--- src/design/thermal_false_color_autorange_unit_macros.svh ---
// Assertion macros shared by the thermal false color design.
`ifndef THERMAL_FALSE_COLOR_AUTORANGE_UNIT_MACROS_SVH
`define THERMAL_FALSE_COLOR_AUTORANGE_UNIT_MACROS_SVH

// The consequent must hold in the same cycle as the antecedent.
`define TFCA_ASSERT_IMP(label, clk, rst_n, ante, cons, msg) \
	label: assert property (@(posedge clk) disable iff (!rst_n) (ante) |-> (cons)) \
		else $error(msg);

// The consequent must hold in the cycle after the antecedent.
`define TFCA_ASSERT_NXT(label, clk, rst_n, ante, cons, msg) \
	label: assert property (@(posedge clk) disable iff (!rst_n) (ante) |=> (cons)) \
		else $error(msg);

`endif

--- src/design/tfca_pkg.sv ---
package tfca_pkg;

	typedef struct packed {
		logic [7:0] red;
		logic [7:0] green;
		logic [7:0] blue;
	} rgb_t;

	typedef struct packed {
		logic busy;
		logic done;
	} div_stat_t;

	localparam logic [1:0] CH_RED   = 2'd0;
	localparam logic [1:0] CH_GREEN = 2'd1;
	localparam logic [1:0] CH_BLUE  = 2'd2;

	localparam int STOP_COUNT = 5;

	localparam logic [7:0] STOP_RED   [STOP_COUNT] = '{8'd0, 8'd32, 8'd204, 8'd255, 8'd255};
	localparam logic [7:0] STOP_GREEN [STOP_COUNT] = '{8'd0, 8'd0, 8'd0, 8'd221, 8'd255};
	localparam logic [7:0] STOP_BLUE  [STOP_COUNT] = '{8'd0, 8'd140, 8'd119, 8'd0, 8'd255};

	localparam logic [7:0] LEVEL_FULL = 8'hFF;

	function automatic logic [7:0] stop_level(input logic [2:0] stop, input logic [1:0] chan);
		logic [7:0] level;
		level = 8'd0;
		if (stop < 3'(STOP_COUNT)) begin
			case (chan)
				CH_RED:   level = STOP_RED[stop];
				CH_GREEN: level = STOP_GREEN[stop];
				CH_BLUE:  level = STOP_BLUE[stop];
				default:  level = 8'd0;
			endcase
		end
		return level;
	endfunction

endpackage

--- src/design/tfca_pixel_if.sv ---
interface tfca_pixel_if #(parameter int TEMP_BITS = 16);
	logic                        valid;
	logic                        ready;
	logic signed [TEMP_BITS-1:0] temperature;
	logic                        frame_end;

	modport source (output valid, output temperature, output frame_end, input ready);
	modport sink (input valid, input temperature, input frame_end, output ready);
endinterface

--- src/design/tfca_color_if.sv ---
interface tfca_color_if;
	logic       valid;
	logic       ready;
	logic [7:0] red;
	logic [7:0] green;
	logic [7:0] blue;

	modport source (output valid, output red, output green, output blue, input ready);
	modport sink (input valid, input red, input green, input blue, output ready);
endinterface

--- src/design/tfca_div.sv ---
`include "thermal_false_color_autorange_unit_macros.svh"

module tfca_div #(
	parameter int TEMP_BITS = 16,
	parameter int QUO_BITS  = 10
) (
	input  logic                  clk,
	input  logic                  arst_n,
	input  logic                  start,
	input  logic [TEMP_BITS-1:0]  dividend,
	input  logic [TEMP_BITS-1:0]  divisor,
	output tfca_pkg::div_stat_t   stat,
	output logic [QUO_BITS-1:0]   quotient
);
	import tfca_pkg::*;

	localparam int CNT_BITS = $clog2(QUO_BITS + 1);

	logic [TEMP_BITS:0]   rem_q;
	logic [TEMP_BITS-1:0] divisor_q;
	logic [QUO_BITS-1:0]  quo_q;
	logic [CNT_BITS-1:0]  cnt_q;
	logic                 busy_q;
	logic                 done_q;

	logic [TEMP_BITS:0] shifted;
	logic               fits;

	assign shifted = {rem_q[TEMP_BITS-1:0], 1'b0};
	assign fits    = shifted >= {1'b0, divisor_q};

	always_ff @(posedge clk or negedge arst_n) begin
		if (!arst_n) begin
			busy_q <= 1'b0;
			done_q <= 1'b0;
			cnt_q  <= '0;
		end else begin
			done_q <= 1'b0;
			if (start) begin
				busy_q <= 1'b1;
				cnt_q  <= CNT_BITS'(QUO_BITS);
			end else if (busy_q) begin
				cnt_q <= cnt_q - 1'b1;
				if (cnt_q == CNT_BITS'(1)) begin
					busy_q <= 1'b0;
					done_q <= 1'b1;
				end
			end
		end
	end

	always_ff @(posedge clk) begin
		if (start) begin
			rem_q     <= {1'b0, dividend};
			divisor_q <= divisor;
		end else if (busy_q) begin
			rem_q <= fits ? (shifted - {1'b0, divisor_q}) : shifted;
			quo_q <= {quo_q[QUO_BITS-2:0], fits};
		end
	end

	assign stat.busy = busy_q;
	assign stat.done = done_q;
	assign quotient  = quo_q;

	`TFCA_ASSERT_IMP(a_rem_below_divisor, clk, arst_n, busy_q, rem_q < {1'b0, divisor_q}, "Partial remainder reached the divisor.")
	`TFCA_ASSERT_NXT(a_start_busy, clk, arst_n, start, busy_q, "Divider did not start.")
	`TFCA_ASSERT_IMP(a_done_idle, clk, arst_n, done_q, !busy_q, "Divider reported done while busy.")

endmodule

--- src/design/tfca_color.sv ---
module tfca_color #(
	parameter int FRACTION_BITS = 8
) (
	input  logic                     white,
	input  logic [FRACTION_BITS+1:0] pos,
	output tfca_pkg::rgb_t           rgb
);
	import tfca_pkg::*;

	logic [1:0]               seg;
	logic [FRACTION_BITS-1:0] frac;
	logic [2:0][7:0]          levels;

	assign seg  = pos[FRACTION_BITS+1:FRACTION_BITS];
	assign frac = pos[FRACTION_BITS-1:0];

	for (genvar g = 0; g < 3; g++) begin : g_chan
		logic [7:0]                      lo;
		logic [7:0]                      hi;
		logic signed [8:0]               diff;
		logic signed [FRACTION_BITS+9:0] prod;
		logic signed [FRACTION_BITS+9:0] step;

		assign lo   = stop_level({1'b0, seg}, 2'(g));
		assign hi   = stop_level({1'b0, seg} + 3'd1, 2'(g));
		assign diff = $signed({1'b0, hi}) - $signed({1'b0, lo});
		assign prod = (FRACTION_BITS+10)'(diff) *
			(FRACTION_BITS+10)'($signed({1'b0, frac}));
		assign step = prod >>> FRACTION_BITS;
		assign levels[g] = white ? LEVEL_FULL : (lo + step[7:0]);
	end

	assign rgb.red   = levels[CH_RED];
	assign rgb.green = levels[CH_GREEN];
	assign rgb.blue  = levels[CH_BLUE];

endmodule

--- src/design/thermal_false_color_autorange_unit.sv ---
// Thermal false color mapper with automatic range.
// The pixel channel carries one signed temperature per item together with a
// flag that marks the last pixel of a frame. The color channel returns one
// RGB item for every pixel, in order, on a five-stop gradient scaled to the
// minimum and maximum of the previous frame.
// A pixel inside the scale runs through a bit-serial divider that yields one
// quotient bit per cycle. Its quotient is registered as the blend position
// when the divider is done, and the blended color is then loaded into the
// output register. A pixel at or outside the scale skips the divider and goes
// straight to the output register. In both cases the next pixel is accepted
// only once the current one has been loaded into the output register.
// Reset sets the scale to zero through 3200 and restarts the frame
// minimum and maximum. The output register holds a finished item while the
// receiver stalls; the block then finishes the next pixel and waits with it
// until the register is free.
`include "thermal_false_color_autorange_unit_macros.svh"

module thermal_false_color_autorange_unit #(
	parameter int TEMP_BITS     = 16,
	parameter int FRACTION_BITS = 8
) (
	input  logic        clk,
	input  logic        arst_n,
	tfca_pixel_if.sink  pixel,
	tfca_color_if.source color
);
	import tfca_pkg::*;

	localparam int QUO_BITS = FRACTION_BITS + 2;

	localparam logic [1:0] S_IDLE = 2'd0;
	localparam logic [1:0] S_DIV  = 2'd1;
	localparam logic [1:0] S_OUT  = 2'd2;

	localparam logic signed [TEMP_BITS-1:0] PEAK_INIT  = {1'b1, {(TEMP_BITS-1){1'b0}}};
	localparam logic signed [TEMP_BITS-1:0] FLOOR_INIT = {1'b0, {(TEMP_BITS-1){1'b1}}};
	localparam logic signed [TEMP_BITS-1:0] TOP_INIT   = TEMP_BITS'(3200);

	logic [1:0] state_q;

	logic signed [TEMP_BITS-1:0] top_q;
	logic signed [TEMP_BITS-1:0] bottom_q;
	logic signed [TEMP_BITS-1:0] peak_q;
	logic signed [TEMP_BITS-1:0] floor_q;

	logic [QUO_BITS-1:0] pos_q;
	logic                white_q;
	logic                out_valid_q;
	rgb_t                out_q;

	logic                        accept;
	logic signed [TEMP_BITS-1:0] t;
	logic signed [TEMP_BITS-1:0] new_peak;
	logic signed [TEMP_BITS-1:0] new_floor;
	logic [TEMP_BITS-1:0]        span_pixel;
	logic [TEMP_BITS-1:0]        span_scale;
	logic                        below;
	logic                        above;
	logic                        div_start;
	logic                        load_out;
	div_stat_t                   div_stat;
	logic [QUO_BITS-1:0]         quotient;
	rgb_t                        blend;

	assign t          = pixel.temperature;
	assign accept     = pixel.valid && pixel.ready;
	assign new_peak   = (t > peak_q) ? t : peak_q;
	assign new_floor  = (t < floor_q) ? t : floor_q;
	assign span_pixel = t - bottom_q;
	assign span_scale = top_q - bottom_q;
	assign below      = t <= bottom_q;
	assign above      = (top_q <= bottom_q) || (t >= top_q);
	assign div_start  = accept && !below && !above;
	assign load_out   = (state_q == S_OUT) && (!out_valid_q || color.ready);

	assign pixel.ready = state_q == S_IDLE;

	tfca_div #(
		.TEMP_BITS (TEMP_BITS),
		.QUO_BITS  (QUO_BITS)
	) u_div (
		.clk      (clk),
		.arst_n   (arst_n),
		.start    (div_start),
		.dividend (span_pixel),
		.divisor  (span_scale),
		.stat     (div_stat),
		.quotient (quotient)
	);

	tfca_color #(
		.FRACTION_BITS (FRACTION_BITS)
	) u_color (
		.white (white_q),
		.pos   (pos_q),
		.rgb   (blend)
	);

	always_ff @(posedge clk or negedge arst_n) begin
		if (!arst_n) begin
			state_q  <= S_IDLE;
			top_q    <= TOP_INIT;
			bottom_q <= '0;
			peak_q   <= PEAK_INIT;
			floor_q  <= FLOOR_INIT;
		end else begin
			case (state_q)
				S_IDLE: begin
					if (accept) begin
						state_q <= div_start ? S_DIV : S_OUT;
						if (pixel.frame_end) begin
							top_q    <= new_peak;
							bottom_q <= new_floor;
							peak_q   <= PEAK_INIT;
							floor_q  <= FLOOR_INIT;
						end else begin
							peak_q  <= new_peak;
							floor_q <= new_floor;
						end
					end
				end
				S_DIV: begin
					if (div_stat.done) begin
						state_q <= S_OUT;
					end
				end
				S_OUT: begin
					if (load_out) begin
						state_q <= S_IDLE;
					end
				end
				default: state_q <= S_IDLE;
			endcase
		end
	end

	always_ff @(posedge clk) begin
		if (accept) begin
			white_q <= above && !below;
			pos_q   <= '0;
		end else if ((state_q == S_DIV) && div_stat.done) begin
			pos_q <= quotient;
		end
		if (load_out) begin
			out_q <= blend;
		end
	end

	always_ff @(posedge clk or negedge arst_n) begin
		if (!arst_n) begin
			out_valid_q <= 1'b0;
		end else if (load_out) begin
			out_valid_q <= 1'b1;
		end else if (color.ready) begin
			out_valid_q <= 1'b0;
		end
	end

	assign color.valid = out_valid_q;
	assign color.red   = out_q.red;
	assign color.green = out_q.green;
	assign color.blue  = out_q.blue;

	`TFCA_ASSERT_IMP(a_div_owned, clk, arst_n, state_q == S_DIV, div_stat.busy || div_stat.done, "Waiting on an idle divider.")
	`TFCA_ASSERT_IMP(a_done_in_div, clk, arst_n, div_stat.done, state_q == S_DIV, "Divider finished outside the divide state.")
	`TFCA_ASSERT_NXT(a_frame_restart, clk, arst_n, accept && pixel.frame_end, (peak_q == PEAK_INIT) && (floor_q == FLOOR_INIT), "Frame tracking did not restart.")

endmodule
--- src/flat_wrapper.sv ---
// flat-port wrapper written by rule: the top's interface ports become plain ports
module thermal_false_color_autorange_unit_flat import tfca_pkg::*;
#(
	parameter int TEMP_BITS     = 16,
	parameter int FRACTION_BITS = 8
)
  (clk, arst_n, pixel_valid, pixel_temperature, pixel_frame_end, pixel_ready, color_valid, color_red, color_green, color_blue, color_ready);
  tfca_pixel_if #(.TEMP_BITS(TEMP_BITS)) pixel_i ();
  tfca_color_if color_i ();
  input  logic clk;
  input  logic arst_n;
  input wire logic [$bits(pixel_i.valid)-1:0] pixel_valid;
  input wire logic [$bits(pixel_i.temperature)-1:0] pixel_temperature;
  input wire logic [$bits(pixel_i.frame_end)-1:0] pixel_frame_end;
  output wire logic [$bits(pixel_i.ready)-1:0] pixel_ready;
  output wire logic [$bits(color_i.valid)-1:0] color_valid;
  output wire logic [$bits(color_i.red)-1:0] color_red;
  output wire logic [$bits(color_i.green)-1:0] color_green;
  output wire logic [$bits(color_i.blue)-1:0] color_blue;
  input wire logic [$bits(color_i.ready)-1:0] color_ready;
  assign pixel_i.valid = pixel_valid;
  assign pixel_i.temperature = pixel_temperature;
  assign pixel_i.frame_end = pixel_frame_end;
  assign pixel_ready = pixel_i.ready;
  assign color_valid = color_i.valid;
  assign color_red = color_i.red;
  assign color_green = color_i.green;
  assign color_blue = color_i.blue;
  assign color_i.ready = color_ready;
  thermal_false_color_autorange_unit #(.TEMP_BITS(TEMP_BITS), .FRACTION_BITS(FRACTION_BITS)) u_core (.clk(clk), .arst_n(arst_n), .pixel(pixel_i), .color(color_i));
endmodule
--- config.mk ---
export PLATFORM = sky130hd
export DESIGN_NAME = thermal_false_color_autorange_unit_flat
export DESIGN_NICKNAME = d
export VERILOG_FILES = /design/src/design/tfca_pkg.sv /design/src/design/tfca_pixel_if.sv /design/src/design/tfca_color_if.sv /design/src/design/tfca_div.sv /design/src/design/tfca_color.sv /design/src/design/thermal_false_color_autorange_unit.sv /design/src/flat_wrapper.sv
export VERILOG_INCLUDE_DIRS = /design/src /design/src/design
export SDC_FILE = /design/constraint.sdc
export NUM_CORES = 1
export LEC_CHECK = 0
export BUFFER_PORTS_ARGS = -buffer_cell sky130_fd_sc_hd__buf_2
export CAP_MARGIN = 20
export CORE_ASPECT_RATIO = 1.25
export CORE_MARGIN = 5
export CORE_UTILIZATION = 57
export DETAILED_ROUTE_END_ITERATION = 7
export HOLD_SLACK_MARGIN = 0.02
export PLACE_DENSITY = 0.74
export SYNTH_ARGS = -nofsm -noshare
export SYNTH_HDL_FRONTEND = slang
export SYNTH_SLANG_ARGS = --single-unit
--- constraint.sdc ---
create_clock -name clk -period 6.9 [get_ports clk]
set_input_delay 0.69 -clock clk [delete_from_list [all_inputs] [get_ports clk]]
set_output_delay 0.69 -clock clk [all_outputs]
set_load 0.05 [all_outputs]
==> results of run 1 <==
kinds of logic after synthesis:
family	after synthesis
AND/OR/NAND/NOR	363
multiplexers	68
adder cells (fa/ha/maj)	367
AO/OA/AOI/OAI	262
XOR/XNOR	106
buffers and inverters	406
flip-flops	150
power by group:
| part | switching (mW) | internal (mW) |
|---|---|---|
| sequential | 0.248 | 1.49 |
| clock | 0.394 | 0.518 |
| combinational | 1.79 | 1.24 |
path summary, 6_finish.rpt:
path | endpoint | slack (ns) | from | cells after the start
max | u_core.color.blue[7]$_SDFFCE_PP1P_ | 0.53 | u_core.pos_q[8]$_SDFFE_PP0P_ | 26
max reg2reg | u_core.color.blue[7]$_SDFFCE_PP1P_ | 0.53 | u_core.pos_q[8]$_SDFFE_PP0P_ | 26
min in group clk | u_core.u_div.quotient[3]$_DFFE_PP_ | 0.45 | u_core.u_div.quotient[2]$_DFFE_PP_ | 0
min | u_core.bottom_q[6]$_DFFE_PN0P_ | 0.39 | arst_n | 1
min reg2reg | u_core.u_div.quotient[3]$_DFFE_PP_ | 0.45 | u_core.u_div.quotient[2]$_DFFE_PP_ | 0
max in group asynchronous | u_core.u_div.cnt_q[0]$_DFFE_PN0P_ | 5.88 | arst_n | 1
metrics by stage:
stage               setup WS [ns]  area [um2]   util  power (mW)  cells
detailed placement         0.0623       17300  0.606        4.78   2137
CTS                         0.142       17900  0.626        5.71   2169
global placement            0.169       17300  0.605        4.67   2136
finish                      0.528       17900  0.627        5.68   2170
floorplan                   0.604       16600      -        4.02   1722
global route               0.0239       17900  0.627        6.13   2169
Yosys cell counts, drive strengths merged (40+ instances only):
cell / instances / share of area
a21oi: 93 / 0.028
dfrtp: 54 / 0.081
edfxtp: 67 / 0.12
fa: 165 / 0.20
ha: 202 / 0.15
inv: 366 / 0.083
mux2i: 67 / 0.040
nand2: 88 / 0.020
nand2b: 44 / 0.017
nor2: 94 / 0.021
o21ai: 40 / 0.013
xnor2: 84 / 0.044
registers in the layout, indices dropped and copies added (netlist names):
register and flops:
u_core.bottom_q 16, u_core.color.blue 8, u_core.color.green 8, u_core.color.red 8
u_core.color.valid 1, u_core.floor_q 16, u_core.peak_q 16, u_core.pos_q 10
u_core.state_q 2, u_core.top_q 16, u_core.u_div.busy_q 1, u_core.u_div.cnt_q 4
u_core.u_div.divisor_q 16, u_core.u_div.done_q 1, u_core.u_div.quotient 10, u_core.u_div.rem_q 16
u_core.white_q 1
area by class of cell:
type / count / area (um2) / area share
Clock inverter: 11 / 93.8 / 0.00524
Antenna cell: 1 / 2.50 / 0.000140
Inverter: 366 / 1370 / 0.0767
Tap cell: 390 / 488 / 0.0272
Clock buffer: 21 / 462 / 0.0258
Multi-Input combinational cell: 1166 / 11000 / 0.616
Timing Repair Buffer: 65 / 388 / 0.0217
Sequential cell: 150 / 4060 / 0.227
metal layers:
metal  share of wire  up-vias
li1                -     5701
met3           0.031      108
met5               0        -
met2            0.54      211
met1            0.37     5851
met4           0.058        0
what timing repair did:
action,4_1_cts,5_1_grt
endpoints found under the setup margin,1,4
hold buffers,0,0
gates resized for setup,1,7
pin swaps,0,1
==> results.yml, run 1 <==
run_status:
  outcome: "complete, no violations"
critical_path:
  crit_required_ns: 7.10
  end_kind: "flip-flop"
  critical_path_arrival_ns: 6.58
  path_max_fanout: 9
  crit_top_cell: "inv_1"
  crit_type: "reg -> reg"
  cp_num_buf_inv: 6
  slowest_stage: "fa_1"
  worst_setup_path_start_kind: "flip-flop"
  crit_family: "adder cells"
  cpPeakStageDelay_ns: 0.53
synth:
  synth_nets: 2110
  synthSimpleGateAreaFrac: 0.109
  synth.distinct_cells: 63
  synth_top_family_by_area: "adder cells"
  synth_cells: 1722
  synth_edf_count: 67
  syn-cell-area_mm2: 0.0166
  synth_compound_gate_area_share: 0.104
  ys.warnings.count: 0
  yosysSeqAreaShare: 0.245
  synth_seq_cells: 150
  ys_async_sr_fraction: 0.487
  synth_ff_type: "edfxtp_1"
  synth-adder-area-share: 0.352
  synth_xor_area_frac: 0.0560
  synthMuxAreaShare: 0.0411
  avgSynthCellArea_um2: 9.63
timing:
  tightest_slew_ns: 1.07
  holdWs_ns: 0.392
  fin_crit_ns: 6.37
  setup_viol: 0
  final.setup.tns_ns: 0
  rsz0062_at_grt: "no"
  hold_viol_final: 0
  fmax_mhz: 157
  slew-limit-headroom: 0.283
  finalCritPeriodShare: 0.923
  slew_violations: 0
  finClkSkew_ns: 0.0142
power_and_ir_drop:
  ir_drop_uv: 340
  power_density_mw_per_mm2: 317
  power_leakage_nw: 9.49
detailed_routing:
  avgViaCountPerCell: 5.47
  drtAntennaViolNets: 0
  wl_um: 36200
  drt-pass1-iter-count: 5
  dr_total_vias: 11900
  drc_errors: 0
  detail_route.wl_per_cell_um: 16.7
  drt_iter0_markers: 461
placed_design:
  dp_hpwl_um: 29600
  port_buffers: 46
  globalplace.congestion: 0.919
global_routing:
  grt_pass1_wl_um: 62100
  grt_busiest_layer: "met2"
  first_global_vias: 13100
  antenna_found_initial: 2
  grt_util_met1: 0.256
  grt_use_total: 0.236
  met2_usage: 0.438
  gr-total-overflow: 0
  met3_usage: 0.0376
  grt_max_degree: 74
floorplan:
  coreArea_mm2: 0.0286
  pin_count: 47
  dieArea_mm2: 0.0326
  fp.dieH_um: 201
  initial_core_util: 0.580
  std_cell_rows: 69
  die-width_um: 163
layout:
  synthToLayoutAreaGrowth_pct: 8.00
  layout.nets: 2154
  mostFrequentLayoutCells: "inv_1, ha_1, fa_1, nor2_1, a21oi_1"
  final_layout_size_suffix_gt1_frac: 0.0787
  final_common_cell: "inv_1"
  fill_cells: 2372
clock_tree:
  htreeDepth: 4
  cts_tree: "done"
  insertion_delay_ns: 0.44
  cts-buffers-inserted: 17
  numClockSinks: 150
  clock_path_buffers: 2
  ctsRootBufferMaster: "clkbuf_16"
  cts.clk_slew.worst_paths_ns: 0.07
  post-cts-setup-buffers: 0
run:
  drv_cap: 0
worst_hold_path:
  min-delay-path-class: "in -> async"
Power figures use the tool's default switching activity.
==> run 2: changes to the inputs <==
--- a/config.mk
+++ b/config.mk
@@ -14,6 +14,7 @@
 export DETAILED_ROUTE_END_ITERATION = 7
 export HOLD_SLACK_MARGIN = 0.02
 export PLACE_DENSITY = 0.74
+export RECOVER_POWER = 100
 export SYNTH_ARGS = -nofsm -noshare
 export SYNTH_HDL_FRONTEND = slang
 export SYNTH_SLANG_ARGS = --single-unit
==> run 2 against run 1 <==
Net effect:
- the run now ends with capacitance limit, slew limit left
- clock power barely moved
- highest routed layer unchanged
- setup slack got worse by 0.053 ns
- final cell count did not move
- largest power group unchanged
- global-route usage did not move
- utilization fell by 0.27 points
- largest cell class unchanged
- clock skew rose by 0.00084 ns
- via count rose by 0.40%
- register-to-register slack got worse by 0.05 ns
- count of clock-buffer cells in the layout did not move
==> results.yml, run 2 (synthesis results as in run 1) <==
timing:
  fin_ws_ns: 0.475
  fmax_mhz: 156
  final.setup.tns_ns: 0
  finalCritPeriodShare: 0.931
  finClkSkew_ns: 0.0150
  rsz0062_at_grt: "no"
  slew_violations: 204
  holdWs_ns: 0.462
  tightest_slew_ns: 3.98
  setup_viol: 0
  fin_crit_ns: 6.42
  slew-limit-headroom: -1.66
  hold_viol_final: 0
worst_hold_path:
  holdPathStages: 0
  min-delay-path-class: "reg -> reg"
critical_path:
  worst_setup_path_start_kind: "flip-flop"
  path_max_fanout: 9
  reg2reg_depth: 26
  critical_path_arrival_ns: 6.63
  crit_type: "reg -> reg"
  crit_required_ns: 7.10
  end_kind: "flip-flop"
clock_tree:
  insertion_delay_ns: 0.44
  ctsRootBufferMaster: "clkbuf_16"
  post-cts-setup-buffers: 0
  clock_path_buffers: 2
  cts_hold_repair.buffers: 0
  htreeDepth: 4
  cts.clk_slew.worst_paths_ns: 0.07
  cts_tree: "done"
  numClockSinks: 150
  cts-buffers-inserted: 17
global_routing:
  grt_max_degree: 74
  grt_pass1_wl_um: 62100
  grt_use_total: 0.236
  first_global_vias: 13100
  antenna_found_initial: 2
  gr-total-overflow: 0
placed_design:
  placed_area_mm2: 0.0173
  post-place-ws_ns: 0.0623
  port_buffers: 46
  dp_hpwl_um: 29600
  globalplace.congestion: 0.919
power_and_ir_drop:
  internal-power_mw: 3.24
  sw_frac_of_total: 0.428
  ir_drop_uv: 338
  switchingPower_mw: 2.43
  power_frac_seq: 0.307
  power_leakage_nw: 9.39
  p_clk_frac: 0.161
  power_density_mw_per_mm2: 318
  p_comb_frac: 0.532
run_status:
  outcome: "finished, violations left"
  violations: "capacitance limit, slew limit"
layout:
  synthToLayoutAreaGrowth_pct: 7.54
  ff_latch_area_mm2: 0.00406
  final_common_cell: "inv_1"
  mostFrequentLayoutCells: "inv_1, ha_1, fa_1, nor2_1, a21oi_1"
  utilization: 0.624
  multiInputGateArea_mm2: 0.0110
  layout.nets: 2154
  fill_cells: 2393
  final_layout_size_suffix_gt1_frac: 0.0568
  finalInstanceArea_mm2: 0.0178
detailed_routing:
  drt_iter0_markers: 462
  dr_total_vias: 11900
  drtAntennaViolNets: 0
  detail_route.wl_per_cell_um: 16.7
  drt-pass1-iter-count: 6
  wl_um: 36200
  avgViaCountPerCell: 5.49
  drc_errors: 0
floorplan:
  initial_core_util: 0.580
  fp.dieH_um: 201
  dieArea_mm2: 0.0326
  coreArea_mm2: 0.0286
  std_cell_rows: 69
  die-width_um: 163
  pin_count: 47
run:
  drv_cap: 7
run 2: cell count changes in the layout (fill, tap and decap cells not counted), sizes merged:
cell    delta
clkbuf    +32
buf       -32
run 2: through the flow:
step | std cells | total power, mW
4_1_cts | 2169 | 5.71
3_5_place_dp | 2137 | 4.78
2_1_floorplan | 1722 | 4.02
3_3_place_gp | 2136 | 4.67
5_1_grt | 2169 | 6.12
6_report | 2170 | 5.67
run 2: what timing repair did:
action                                  in CTS  in global routing
endpoints found under the setup margin       1                  4
gates resized for setup                      1                  7
pin swaps                                    0                  1
run 2: final timing paths:
kind	startpoint	end	slack, ns
setup / recovery	u_core.pos_q[8]$_SDFFE_PP0P_	u_core.color.blue[7]$_SDFFCE_PP1P_	0.48
min in group asynchronous	arst_n	u_core.bottom_q[8]$_DFFE_PN0P_	1.65
max in group asynchronous	arst_n	u_core.top_q[1]$_DFFE_PN0P_	3.03
setup reg to reg	u_core.pos_q[8]$_SDFFE_PP0P_	u_core.color.blue[7]$_SDFFCE_PP1P_	0.48
hold reg to reg	u_core.u_div.quotient[6]$_DFFE_PP_	u_core.u_div.quotient[7]$_DFFE_PP_	0.46
hold / removal	u_core.u_div.quotient[6]$_DFFE_PP_	u_core.u_div.quotient[7]$_DFFE_PP_	0.46
run 2: critical path, stage by stage, from the launching register on:
cell,delay [ns]
dfxtp_2,0.41
inv_1,0.10
ha_1,0.35
xnor2_4,0.31
and2_0,0.27
inv_1,0.09
fa_1,0.48
inv_1,0.05
fa_1,0.50
inv_1,0.06
fa_1,0.53
inv_1,0.05
fa_1,0.44
ha_1,0.31
a21oi_2,0.25
o21ai_0,0.19
a31o_2,0.28
a21oi_2,0.22
inv_1,0.08
a21oi_1,0.17
xnor2_1,0.13
ha_1,0.28
a21oi_1,0.14
o21ai_0,0.11
xnor2_1,0.18
xnor2_1,0.13
nand2b_1,0.06
run 2: area by class of cell:
cell class                 instances  share of cell area
antenna                            1            0.000140
clock buffer                      21              0.0259
clock inverter                    11             0.00526
inverter                         366              0.0770
multi-input combinational       1166               0.617
sequential                       150               0.228
tap                              390              0.0274
timing repair buffer              65              0.0189
run 2: power by group through the flow:
stage / logic [mW] / clock network [mW] / registers [mW]
2_1_floorplan: 2.18 / 0 / 1.84
3_3_place_gp: 2.94 / 0 / 1.74
3_5_place_dp: 3.03 / 0 / 1.75
4_1_cts: 3.06 / 0.924 / 1.73
5_1_grt: 3.37 / 0.964 / 1.78
6_report: 3.01 / 0.912 / 1.74
run 2: routing by layer:
layer | up-vias | track usage | wire length, um | part of all wire
met2 | 204 | 0.438 | 19500 | 0.54
met5 | - | 0 | 0 | 0
met1 | 5899 | 0.256 | 13500 | 0.37
met3 | 112 | 0.0376 | 1070 | 0.030
met4 | 0 | 0.124 | 2210 | 0.061
li1 | 5703 | - | - | -
